## src/rtl/mm4_pkg.sv

```systemverilog
// shared constants and types for the 4x4 fixed point matrix multiplier
package mm4_pkg;

  localparam int DATA_WIDTH_DEF = 32;
  localparam int FRAC_BITS_DEF  = 16;

  localparam int DIM      = 4;
  localparam int ELEMS    = DIM * DIM;
  localparam int ADDR_W   = $clog2(ELEMS);
  localparam int DIM_W    = $clog2(DIM);
  localparam int STEPS    = 2 * DIM;
  localparam int STEP_W   = $clog2(STEPS);

  // control from the sequencer to the multiply-accumulate unit
  typedef struct packed {
    logic clear;
    logic mul_en;
    logic hi_half;
  } mac_ctrl_t;

endpackage

```

## src/rtl/mm4_store.sv

```systemverilog
// 16-entry matrix element store, one write port and one registered read port
module mm4_store #(
  parameter int DATA_WIDTH = mm4_pkg::DATA_WIDTH_DEF
) (
  input  logic                        clk,
  input  logic                        rst,
  input  logic                        wr_en,
  input  logic [mm4_pkg::ADDR_W-1:0]  wr_addr,
  input  logic [DATA_WIDTH-1:0]       wr_data,
  input  logic [mm4_pkg::ADDR_W-1:0]  rd_addr,
  output logic [DATA_WIDTH-1:0]       rd_data
);

  logic [DATA_WIDTH-1:0] mem [mm4_pkg::ELEMS];

  always_ff @(posedge clk) begin
    if (rst) begin
      for (int i = 0; i < mm4_pkg::ELEMS; i++) begin
        mem[i] <= '0;
      end
    end else if (wr_en) begin
      mem[wr_addr] <= wr_data;
    end
    rd_data <= mem[rd_addr];
  end

endmodule

```

## src/rtl/mm4_mac.sv

```systemverilog
// shared multiplier, wide accumulator and truncate/saturate stage
module mm4_mac #(
  parameter int DATA_WIDTH = mm4_pkg::DATA_WIDTH_DEF,
  parameter int FRAC_BITS  = mm4_pkg::FRAC_BITS_DEF
) (
  input  logic                   clk,
  input  logic                   rst,
  input  mm4_pkg::mac_ctrl_t     ctrl,
  input  logic [DATA_WIDTH-1:0]  left_op,
  input  logic [DATA_WIDTH-1:0]  right_op,
  output logic [DATA_WIDTH-1:0]  result,
  output logic                   sat
);

  localparam int H     = (DATA_WIDTH + 1) / 2;
  localparam int PW    = DATA_WIDTH + H + 1;
  localparam int ACC_W = 2 * DATA_WIDTH + 2;
  localparam int UP_W  = ACC_W - DATA_WIDTH + 1;

  localparam logic [DATA_WIDTH-1:0] MAX_VAL = {1'b0, {(DATA_WIDTH-1){1'b1}}};
  localparam logic [DATA_WIDTH-1:0] MIN_VAL = {1'b1, {(DATA_WIDTH-1){1'b0}}};

  logic signed [DATA_WIDTH-1:0] right_sh;
  logic [H:0]                   b_part;
  logic signed [PW-1:0]         a_ext;
  logic signed [PW-1:0]         b_ext;
  logic signed [PW-1:0]         prod;
  logic                         mul_en_d;
  logic                         hi_d;
  logic                         prod_vld;
  logic                         prod_hi;
  logic signed [ACC_W-1:0]      prod_wide;
  logic signed [ACC_W-1:0]      addend;
  logic signed [ACC_W-1:0]      acc;
  logic signed [ACC_W-1:0]      acc_sh;
  logic [UP_W-1:0]              upper;
  logic                         fits;

  // right operand split into an unsigned low half and a signed high half
  assign right_sh = $signed(right_op) >>> H;
  assign b_part   = hi_d ? right_sh[H:0] : {1'b0, right_op[H-1:0]};
  assign a_ext    = {{(PW-DATA_WIDTH){left_op[DATA_WIDTH-1]}}, left_op};
  assign b_ext    = {{(PW-H-1){b_part[H]}}, b_part};

  always_ff @(posedge clk) begin
    prod <= a_ext * b_ext;
    if (rst) begin
      mul_en_d <= 1'b0;
      hi_d     <= 1'b0;
      prod_vld <= 1'b0;
      prod_hi  <= 1'b0;
    end else begin
      // store read data is registered behind its address, so the controls are delayed to match
      mul_en_d <= ctrl.mul_en;
      hi_d     <= ctrl.hi_half;
      prod_vld <= mul_en_d;
      prod_hi  <= hi_d;
    end
  end

  assign prod_wide = {{(ACC_W-PW){prod[PW-1]}}, prod};
  assign addend    = prod_hi ? (prod_wide <<< H) : prod_wide;

  always_ff @(posedge clk) begin
    if (rst || ctrl.clear) begin
      acc <= '0;
    end else if (prod_vld) begin
      acc <= acc + addend;
    end
  end

  // drop fraction bits (floor), then clamp to the signed data range
  assign acc_sh = acc >>> FRAC_BITS;
  assign upper  = acc_sh[ACC_W-1:DATA_WIDTH-1];
  assign fits   = (upper == '0) || (upper == '1);
  assign sat    = !fits;
  assign result = fits ? acc_sh[DATA_WIDTH-1:0] : (acc[ACC_W-1] ? MIN_VAL : MAX_VAL);

endmodule

```

## src/rtl/matrix_multiply_4x4.sv

```systemverilog
// 4x4 fixed point matrix multiplier: element stores, sequencer and output register
//
// Each accepted request writes one left and one right element together.
// A request with start_req set then forms left * right and delivers the 16
// elements in row-major order, last marking the sixteenth. Every element is the
// exact sum of four products, floored by FRAC_BITS bits and clamped to the signed
// DATA_WIDTH range (saturated flags a clamp). One multiplier of DATA_WIDTH by
// about DATA_WIDTH/2+1 bits does all the work, two passes per product term. Each
// element goes through the multiply passes, a read and accumulate drain and the
// output load, which waits while the output is stalled. in_stall stays high from
// a start request until the sixteenth element sits in the output register; stores
// reset to zero.
module matrix_multiply_4x4 #(
  parameter int DATA_WIDTH = mm4_pkg::DATA_WIDTH_DEF,
  parameter int FRAC_BITS  = mm4_pkg::FRAC_BITS_DEF
) (
  input  logic                        clk,
  input  logic                        rst,
  input  logic                        in_valid,
  output logic                        in_stall,
  input  logic [mm4_pkg::ADDR_W-1:0]  elem_index,
  input  logic [DATA_WIDTH-1:0]       left_value,
  input  logic [DATA_WIDTH-1:0]       right_value,
  input  logic                        start_req,
  output logic                        out_valid,
  input  logic                        out_stall,
  output logic [DATA_WIDTH-1:0]       product_value,
  output logic [mm4_pkg::ADDR_W-1:0]  out_index,
  output logic                        saturated,
  output logic                        last
);

  typedef enum logic [2:0] {
    S_IDLE,
    S_MUL,
    S_FLUSH,
    S_DRAIN,
    S_EMIT
  } state_t;

  localparam logic [mm4_pkg::ADDR_W-1:0] LAST_ELEM = mm4_pkg::ADDR_W'(mm4_pkg::ELEMS - 1);
  localparam logic [mm4_pkg::STEP_W-1:0] LAST_STEP = mm4_pkg::STEP_W'(mm4_pkg::STEPS - 1);

  state_t                       state;
  logic [mm4_pkg::ADDR_W-1:0]   elem;
  logic [mm4_pkg::STEP_W-1:0]   step;
  logic                         in_take;
  logic                         out_free;
  logic                         out_load;
  logic [mm4_pkg::DIM_W-1:0]    term;
  logic [mm4_pkg::ADDR_W-1:0]   left_addr;
  logic [mm4_pkg::ADDR_W-1:0]   right_addr;
  logic [DATA_WIDTH-1:0]        left_rd;
  logic [DATA_WIDTH-1:0]        right_rd;
  logic [DATA_WIDTH-1:0]        mac_result;
  logic                         mac_sat;
  mm4_pkg::mac_ctrl_t           ctrl;

  assign in_stall = (state != S_IDLE);
  assign in_take  = in_valid && !in_stall;
  assign out_free = !out_valid || !out_stall;
  assign out_load = (state == S_EMIT) && out_free;

  // step = {term, half}; left walks the row, right walks the column
  assign term       = step[mm4_pkg::STEP_W-1:1];
  assign left_addr  = {elem[mm4_pkg::ADDR_W-1:mm4_pkg::DIM_W], term};
  assign right_addr = {term, elem[mm4_pkg::DIM_W-1:0]};

  assign ctrl.clear   = (in_take && start_req) || (state == S_EMIT && out_free);
  assign ctrl.mul_en  = (state == S_MUL);
  assign ctrl.hi_half = step[0];

  mm4_store #(.DATA_WIDTH(DATA_WIDTH)) u_left (
    .clk     (clk),
    .rst     (rst),
    .wr_en   (in_take),
    .wr_addr (elem_index),
    .wr_data (left_value),
    .rd_addr (left_addr),
    .rd_data (left_rd)
  );

  mm4_store #(.DATA_WIDTH(DATA_WIDTH)) u_right (
    .clk     (clk),
    .rst     (rst),
    .wr_en   (in_take),
    .wr_addr (elem_index),
    .wr_data (right_value),
    .rd_addr (right_addr),
    .rd_data (right_rd)
  );

  mm4_mac #(.DATA_WIDTH(DATA_WIDTH), .FRAC_BITS(FRAC_BITS)) u_mac (
    .clk      (clk),
    .rst      (rst),
    .ctrl     (ctrl),
    .left_op  (left_rd),
    .right_op (right_rd),
    .result   (mac_result),
    .sat      (mac_sat)
  );

  always_ff @(posedge clk) begin
    if (rst) begin
      state     <= S_IDLE;
      elem      <= '0;
      step      <= '0;
      out_valid <= 1'b0;
    end else begin
      if (out_load) begin
        out_valid <= 1'b1;
      end else if (!out_stall) begin
        out_valid <= 1'b0;
      end
      unique case (state)
        S_IDLE: begin
          if (in_take && start_req) begin
            state <= S_MUL;
            elem  <= '0;
            step  <= '0;
          end
        end
        S_MUL: begin
          step <= step + 1'b1;
          if (step == LAST_STEP) begin
            state <= S_FLUSH;
          end
        end
        // last product still passes the store read and the multiplier
        S_FLUSH: begin
          state <= S_DRAIN;
        end
        S_DRAIN: begin
          state <= S_EMIT;
        end
        S_EMIT: begin
          if (out_free) begin
            product_value <= mac_result;
            saturated     <= mac_sat;
            out_index     <= elem;
            last          <= (elem == LAST_ELEM);
            step          <= '0;
            if (elem == LAST_ELEM) begin
              state <= S_IDLE;
            end else begin
              elem  <= elem + 1'b1;
              state <= S_MUL;
            end
          end
        end
        default: state <= S_IDLE;
      endcase
    end
  end

endmodule

```

## config.mk

```make
export PLATFORM = sky130hd
export DESIGN_NAME = matrix_multiply_4x4
export DESIGN_NICKNAME = d
export VERILOG_FILES = /design/src/rtl/mm4_pkg.sv /design/src/rtl/mm4_store.sv /design/src/rtl/mm4_mac.sv /design/src/rtl/matrix_multiply_4x4.sv
export SDC_FILE = /design/constraint.sdc
export NUM_CORES = 2
export LEC_CHECK = 0
export BUFFER_PORTS_ARGS = -buffer_cell sky130_fd_sc_hd__buf_2
export CORE_MARGIN = 1
export CORE_UTILIZATION = 41
export DETAILED_ROUTE_END_ITERATION = 8
export GPL_TIMING_DRIVEN = 0
export PLACE_DENSITY = 0.6
export SLEW_MARGIN = 15
export SYNTH_ARGS = -nofsm -noshare
export SYNTH_HDL_FRONTEND = slang
export SYNTH_SLANG_ARGS = --single-unit
```

## constraint.sdc

```tcl
create_clock -name clk -period 18.1 [get_ports clk]
set_input_delay 0.905 -clock clk [delete_from_list [all_inputs] [get_ports clk]]
set_output_delay 0.905 -clock clk [all_outputs]
set_load 0.02 [all_outputs]
```

## Yosys cells after proc, flatten, opt, wreduce, memory -nomap -nowiden

Memory sizes are Yosys's and may differ from the RTL's. A register that Yosys moved wholly into a read port is not among the register bits.
Cells that the tools add are included.

- Add/sub/neg operators: 3
- Multipliers: 1
- Equality and inequality tests: 12
- Muxes and demuxes: 29
- Bitwise operators: 1
- Reduce and logical (&&, ||, !) cells: 22

Operators by type and width:

| operator | number |
|---|---|
| $mux W32 | 4 |
| $add A66 B65 Y66 | 1 |
| $mux W64 | 1 |
| $reduce_or A32 Y1 | 2 |
| $mul A32 B17 Y49 | 1 |
| $eq A35 B35 Y1 const B | 1 |
| $logic_not A35 Y1 | 1 |
| $mux W4 | 5 |
| $mux W17 | 1 |
| $mux W3 | 5 |
| $pmux W3 S5 | 1 |
| $mux W1 | 10 |
| $pmux W3 S3 | 1 |
| $reduce_and A3 Y1 | 3 |
| $ne A2 B2 Y1 const B | 4 |
| $pmux W4 S2 | 1 |
| $eq A3 B2 Y1 const B | 2 |
| $eq A3 B3 Y1 const B | 2 |
| $reduce_bool A3 Y1 | 2 |
| $add A4 B1 Y4 const B | 1 |
| $eq A4 B4 Y1 const B | 1 |
| $logic_not A1 Y1 | 4 |
| $logic_or A1 B1 Y1 | 4 |
| $reduce_and A4 Y1 | 1 |
| 7 further kinds | 9 |

- Bits in registers: 168
- Bits in writable memories: 1,024
- Logic and storage cells: 84
- Memories kept: 2

Memories:

| memory | depth | width | rd ports | clocked after Yosys merged registers in | wr ports | line | RTL |
|---|---|---|---|---|---|---|---|
| u_left.mem | 16 | 32 | 1 | 1 | 16 | mm4_store.sv:14 | `logic [DATA_WIDTH-1:0] mem [mm4_pkg::ELEMS];` |
| u_right.mem | 16 | 32 | 1 | 1 | 16 | mm4_store.sv:14 |  |

## Logic depth before layout (Yosys ltp)

- Depth in word-level cells: 8
- Gate-level depth with buffers: 28
- Mapped depth without buffers: 26

## Cells and area by module

A second synthesis with hierarchy kept.

- Cells, all modules: 6,054
- Area, all modules: 75,552.5 µm²

Modules (own cells, without submodules):

| module | times used | cells each | area each (µm²) | seq. area each (µm²) |
|---|---|---|---|---|
| mm4_store | 2 | 1,448 | 23,532.6 | 16,015.4 |
| mm4_mac | 1 | 3,047 | 26,721.9 | 2,382.3 |
| matrix_multiply_4x4 | 1 | 111 | 1,765.4 | 1,361.3 |

## Worst setup path after synthesis

OpenSTA, ideal clock, no wires.

- Path type: reg2reg
- Start: register u_mac.hi_d
- End: register u_mac.prod[48]
- Setup time: 127 ps
- Arrival: 6,974 ps
- Required time: 17,973 ps
- Path slack: 10,999 ps
- Cell stages (with the launch flop): 27
- Path buffers: 4
- Clock period less this slack: 7,101 ps
- Path through: dfxtp_1 clkbuf_1 buf_1 mux2_2 clkbuf_1 nand2_1 fa_1 inv_1 fa_1 fa_1 fa_1 fa_1 inv_1 fa_1 inv_1 ha_1 clkbuf_1 nand2_1 nor3_1 a32o_1 a31oi_1 o21ai_1 a41oi_1 o21ai_1 a21oi_1 and4b_1 or3_1

- Cells in the longest elaborated chain, start to end: 2

RTL lines:

| element | line | RTL |
|---|---|---|
| from (decl) | mm4_mac.sv:29 | `logic hi_d;` |
| from (signal assigned) | mm4_mac.sv:55 | `hi_d <= ctrl.hi_half;` |
| $mux W17 | mm4_mac.sv:41 | `assign b_part = hi_d ? right_sh[H:0] : {1'b0, right_op[H-1:0]};` |
| $mul A32 B17 Y49 | mm4_mac.sv:46 | `prod <= a_ext * b_ext;` |
| to (signal assigned) | mm4_mac.sv:46 |  |
| to (decl) | mm4_mac.sv:27 | `logic signed [PW-1:0] prod;` |

No other way between the ends.
A chain may end at the register's enable or synchronous reset.

## Worst setup path after layout

Same ends and word-level chain as after synthesis.

==> results.py <==
metrics = {
    "route": {
        "wl_um": 217000,
        "vias": 47200,
        "ant_nets": 0,
        "drt_pass1_iterations": 6,
        "post-route-drc-count": 0,
        "vias_per_cell": 5.35,
        "wl_per_cell_um": 24.6,
        "drt_iter0_markers": 4689,
    },
    "synth": {
        "netlist.area_leader.share": 0.422,
        "netlist-cell-type-count": 71,
        "synth.avg_cell_area_um2": 12.7,
        "synth_nets": 6750,
        "synth_top_family_by_area": "adder cells",
        "synth-compound-area-share": 0.0372,
        "ys.warnings.count": 0,
        "synth_edf_count": 1062,
        "yosysMostFrequentCell": "and2_1",
        "synth_commonest_cells": "and2_1, edfxtp_1, inv_1",
        "synth.yosys.seq_area_share": 0.473,
        "ys.flop_type": "edfxtp_1",
        "synth-adder-area-share": 0.169,
        "ys_ff_latch": 1256,
        "synth.largest_area_cell": "edfxtp_1",
        "synthXorXnorAreaFrac": 0.0123,
        "syn_inst": 5972,
        "synth-simple-area-share": 0.151,
        "async_flop_share": 0,
        "muxShareOfSynthArea": 0.109,
        "yosys-top-cells-area": "edfxtp_1, fa_1, and2_1",
        "netlist_area_um2": 75600,
    },
    "worst_setup_path": {
        "critPathMaxStageDelay_ns": 0.93,
        "end_kind": "flop",
        "cp_max_fo": 10,
        "path_buf_inv": 6,
        "critical_path_arrival_ns": 10.01,
        "cp_slowest_cell": "mux2i_1",
        "cpMostUsedCell": "fa_1",
        "critical_path_class": "flop to flop",
        "worstPathCellList": "clkbuf_1, buf_1, mux2i_1, clkbuf_1, nand2b_1, fa_1, fa_1, inv_1, fa_1, fa_1, fa_1, inv_1, fa_1, inv_1, ha_1, a21o_1, a21oi_1, and2_1, o21ai_0, a41oi_1, o21ai_1, a21oi_1, and4b_1, or3_1",
        "cp-start-kind": "flop",
        "path_delay_family": "adder cells",
        "crit_required_ns": 18.77,
    },
    "global_routing": {
        "grt_pass1_wl_um": 321000,
        "grt_max_degree": 39,
        "grt_overflow": 0,
        "first_global_vias": 48800,
        "antenna_found_initial": 22,
        "grt_usage": 0.235,
    },
    "clocking": {
        "clkTransAtPathRegs_ns": 0.06,
        "worstSkewPairLatency_ns": 0.81,
        "postCtsResizedCells": 0,
        "cts_max_level": 4,
        "max-clock-path-buffers": 3,
        "cts_setup_buffers": 0,
        "cts_tree": "done",
        "clock-root-buffer": "clkbuf_16",
        "postCtsHoldBufs": 0,
        "cts_made_buffers": 138,
        "clock-sinks": 1256,
    },
    "timing": {
        "setup-tns-final_ns": 0,
        "post-route-min-period_ns": 9.34,
        "fin_crit_sh": 0.516,
        "slew_headroom": 0.106,
        "rsz0062_at_grt": "no",
        "setup_viol": 0,
        "fin_skew_ns": 0.0637,
        "tightest_slew_ns": 1.34,
        "maxSlewViolCount": 0,
        "max_freq_ghz": 0.107,
        "finalHoldViolCount": 0,
    },
    "finish": {
        "n_fill_cell": 16800,
        "finalNetCount": 7024,
        "area_growth_syn_to_layout_pct": 11.5,
        "drive_gt1_frac": 0.116,
    },
    "power_and_ir_drop": {
        "ir_drop_uv": 129,
        "power_uw": 10900,
        "power_leakage_uw": 0.0332,
        "p_per_area_nw_per_um2": 129,
    },
    "run_status": {
        "status": "completed",
    },
    "die": {
        "coreArea_um2": 183000,
        "dieWidth_um": 431,
        "rows": 157,
        "io_pins": 113,
        "start_util": 0.413,
        "die_h_um": 431,
        "die-area_um2": 186000,
    },
    "flow_run": {
        "maxCapViolCount": 0,
    },
    "worst_hold_path": {
        "hold_class": "flop to flop",
    },
    "placement": {
        "dp_hpwl_um": 157000,
        "io_buffers": 112,
        "globalplace.congestion": 0.926,
    },
}
-- cells in the final DEF (no fill, tap or decap), types with 19 or more instances in the layout --
cell       instances
mux4_2           320
ha_1             183
clkbuf_1         409
nand2_1          401
dfxtp_1          194
nand3_1           39
o21bai_1          19
nand2b_1          24
buf_1             25
edfxtp_1        1062
mux2_2            45
inv_1            573
mux2i_1           49
a21oi_1          157
a31oi_1           19
xor2_1            31
nand4_1           29
fa_1             522
buf_2            120
xnor2_1           75
and2_1          1174
clkinv_2          21
o21ai_0           72
nor2b_1          128
nor2_1           172
a21o_1            67
nor3_1            21
clkinv_1          19
clkbuf_16        139
-- through the flow --
step | hold WS (ns) | instances | cell area [um2] | utilization | worst slack, ns
3_3_place_gp | 0.412 | 8548 | 79200 | 0.433 | 8.66
6_report | 0.427 | 8817 | 84300 | 0.460 | 8.76
4_1_cts | 0.394 | 8815 | 84300 | 0.460 | 8.64
5_1_grt | 0.429 | 8816 | 84300 | 0.460 | 8.32
3_5_place_dp | 0.415 | 8570 | 79800 | 0.436 | 8.58
2_1_floorplan | 0.406 | 5972 | 75600 | - | 11.00
-- layer usage --
layer	wire length [um]	vias to the layer above	GRT usage	part of all wire
li1	-	20800	-	-
met2	105000	1858	0.389	0.48
met4	7120	14	0.0755	0.033
met5	89	-	0	0.00041
met1	89000	24100	0.311	0.41
met3	16200	380	0.0447	0.074
-- cell type report --
class,count,area [um2],area share
timing repair buffer,134,1070,0.0127
antenna,2,5.00,0.0000594
buffer,412,1560,0.0185
sequential,1256,35800,0.424
clock buffer,179,3700,0.0439
inverter,573,2150,0.0255
multi-input combinational,3731,36200,0.429
clock inverter,66,752,0.00892
tap,2464,3080,0.0366
-- power breakdown --
part	switching [uW]	internal [uW]	total (uW)	leakage [uW]
clock network	1230	1550	2780	0.00216
logic	2710	1890	4600	0.0186
registers	114	3360	3480	0.0125
total	4050	6800	10900	0.0332
-- cell families after synthesis --
family,Yosys count
flip-flops,1256
AO/OA/AOI/OAI,442
buffers and inverters,985
AND/OR/NAND/NOR,2063
XOR/XNOR,106
multiplexers,415
adder cells (fa/ha/maj),705
-- state kept, by name, indices dropped and copies added (netlist names) --
name / flops
u_left.mem: 512
u_right.mem: 512
u_mac.acc: 66
u_mac.prod: 49
product_value: 32
u_left.rd_data: 32
u_right.rd_data: 32
elem: 4
out_index: 4
state: 3
step: 3
last: 1
out_valid: 1
saturated: 1
u_mac.hi_d: 1
u_mac.mul_en_d: 1
u_mac.prod_hi: 1
u_mac.prod_vld: 1
-- worst paths after layout --
path,start,to,slack [ns],depth (start not counted)
max,u_mac.hi_d$_SDFF_PP0_,u_mac.prod[48]$_DFF_P_,8.76,24
min reg2reg,elem[3]$_SDFFE_PP0P_,out_index[3]$_DFFE_PP_,0.43,0
max reg2reg,u_mac.hi_d$_SDFF_PP0_,u_mac.prod[48]$_DFF_P_,8.76,24
min,elem[3]$_SDFFE_PP0P_,out_index[3]$_DFFE_PP_,0.43,0
Note: power is estimated with default switching activity, not from simulation.
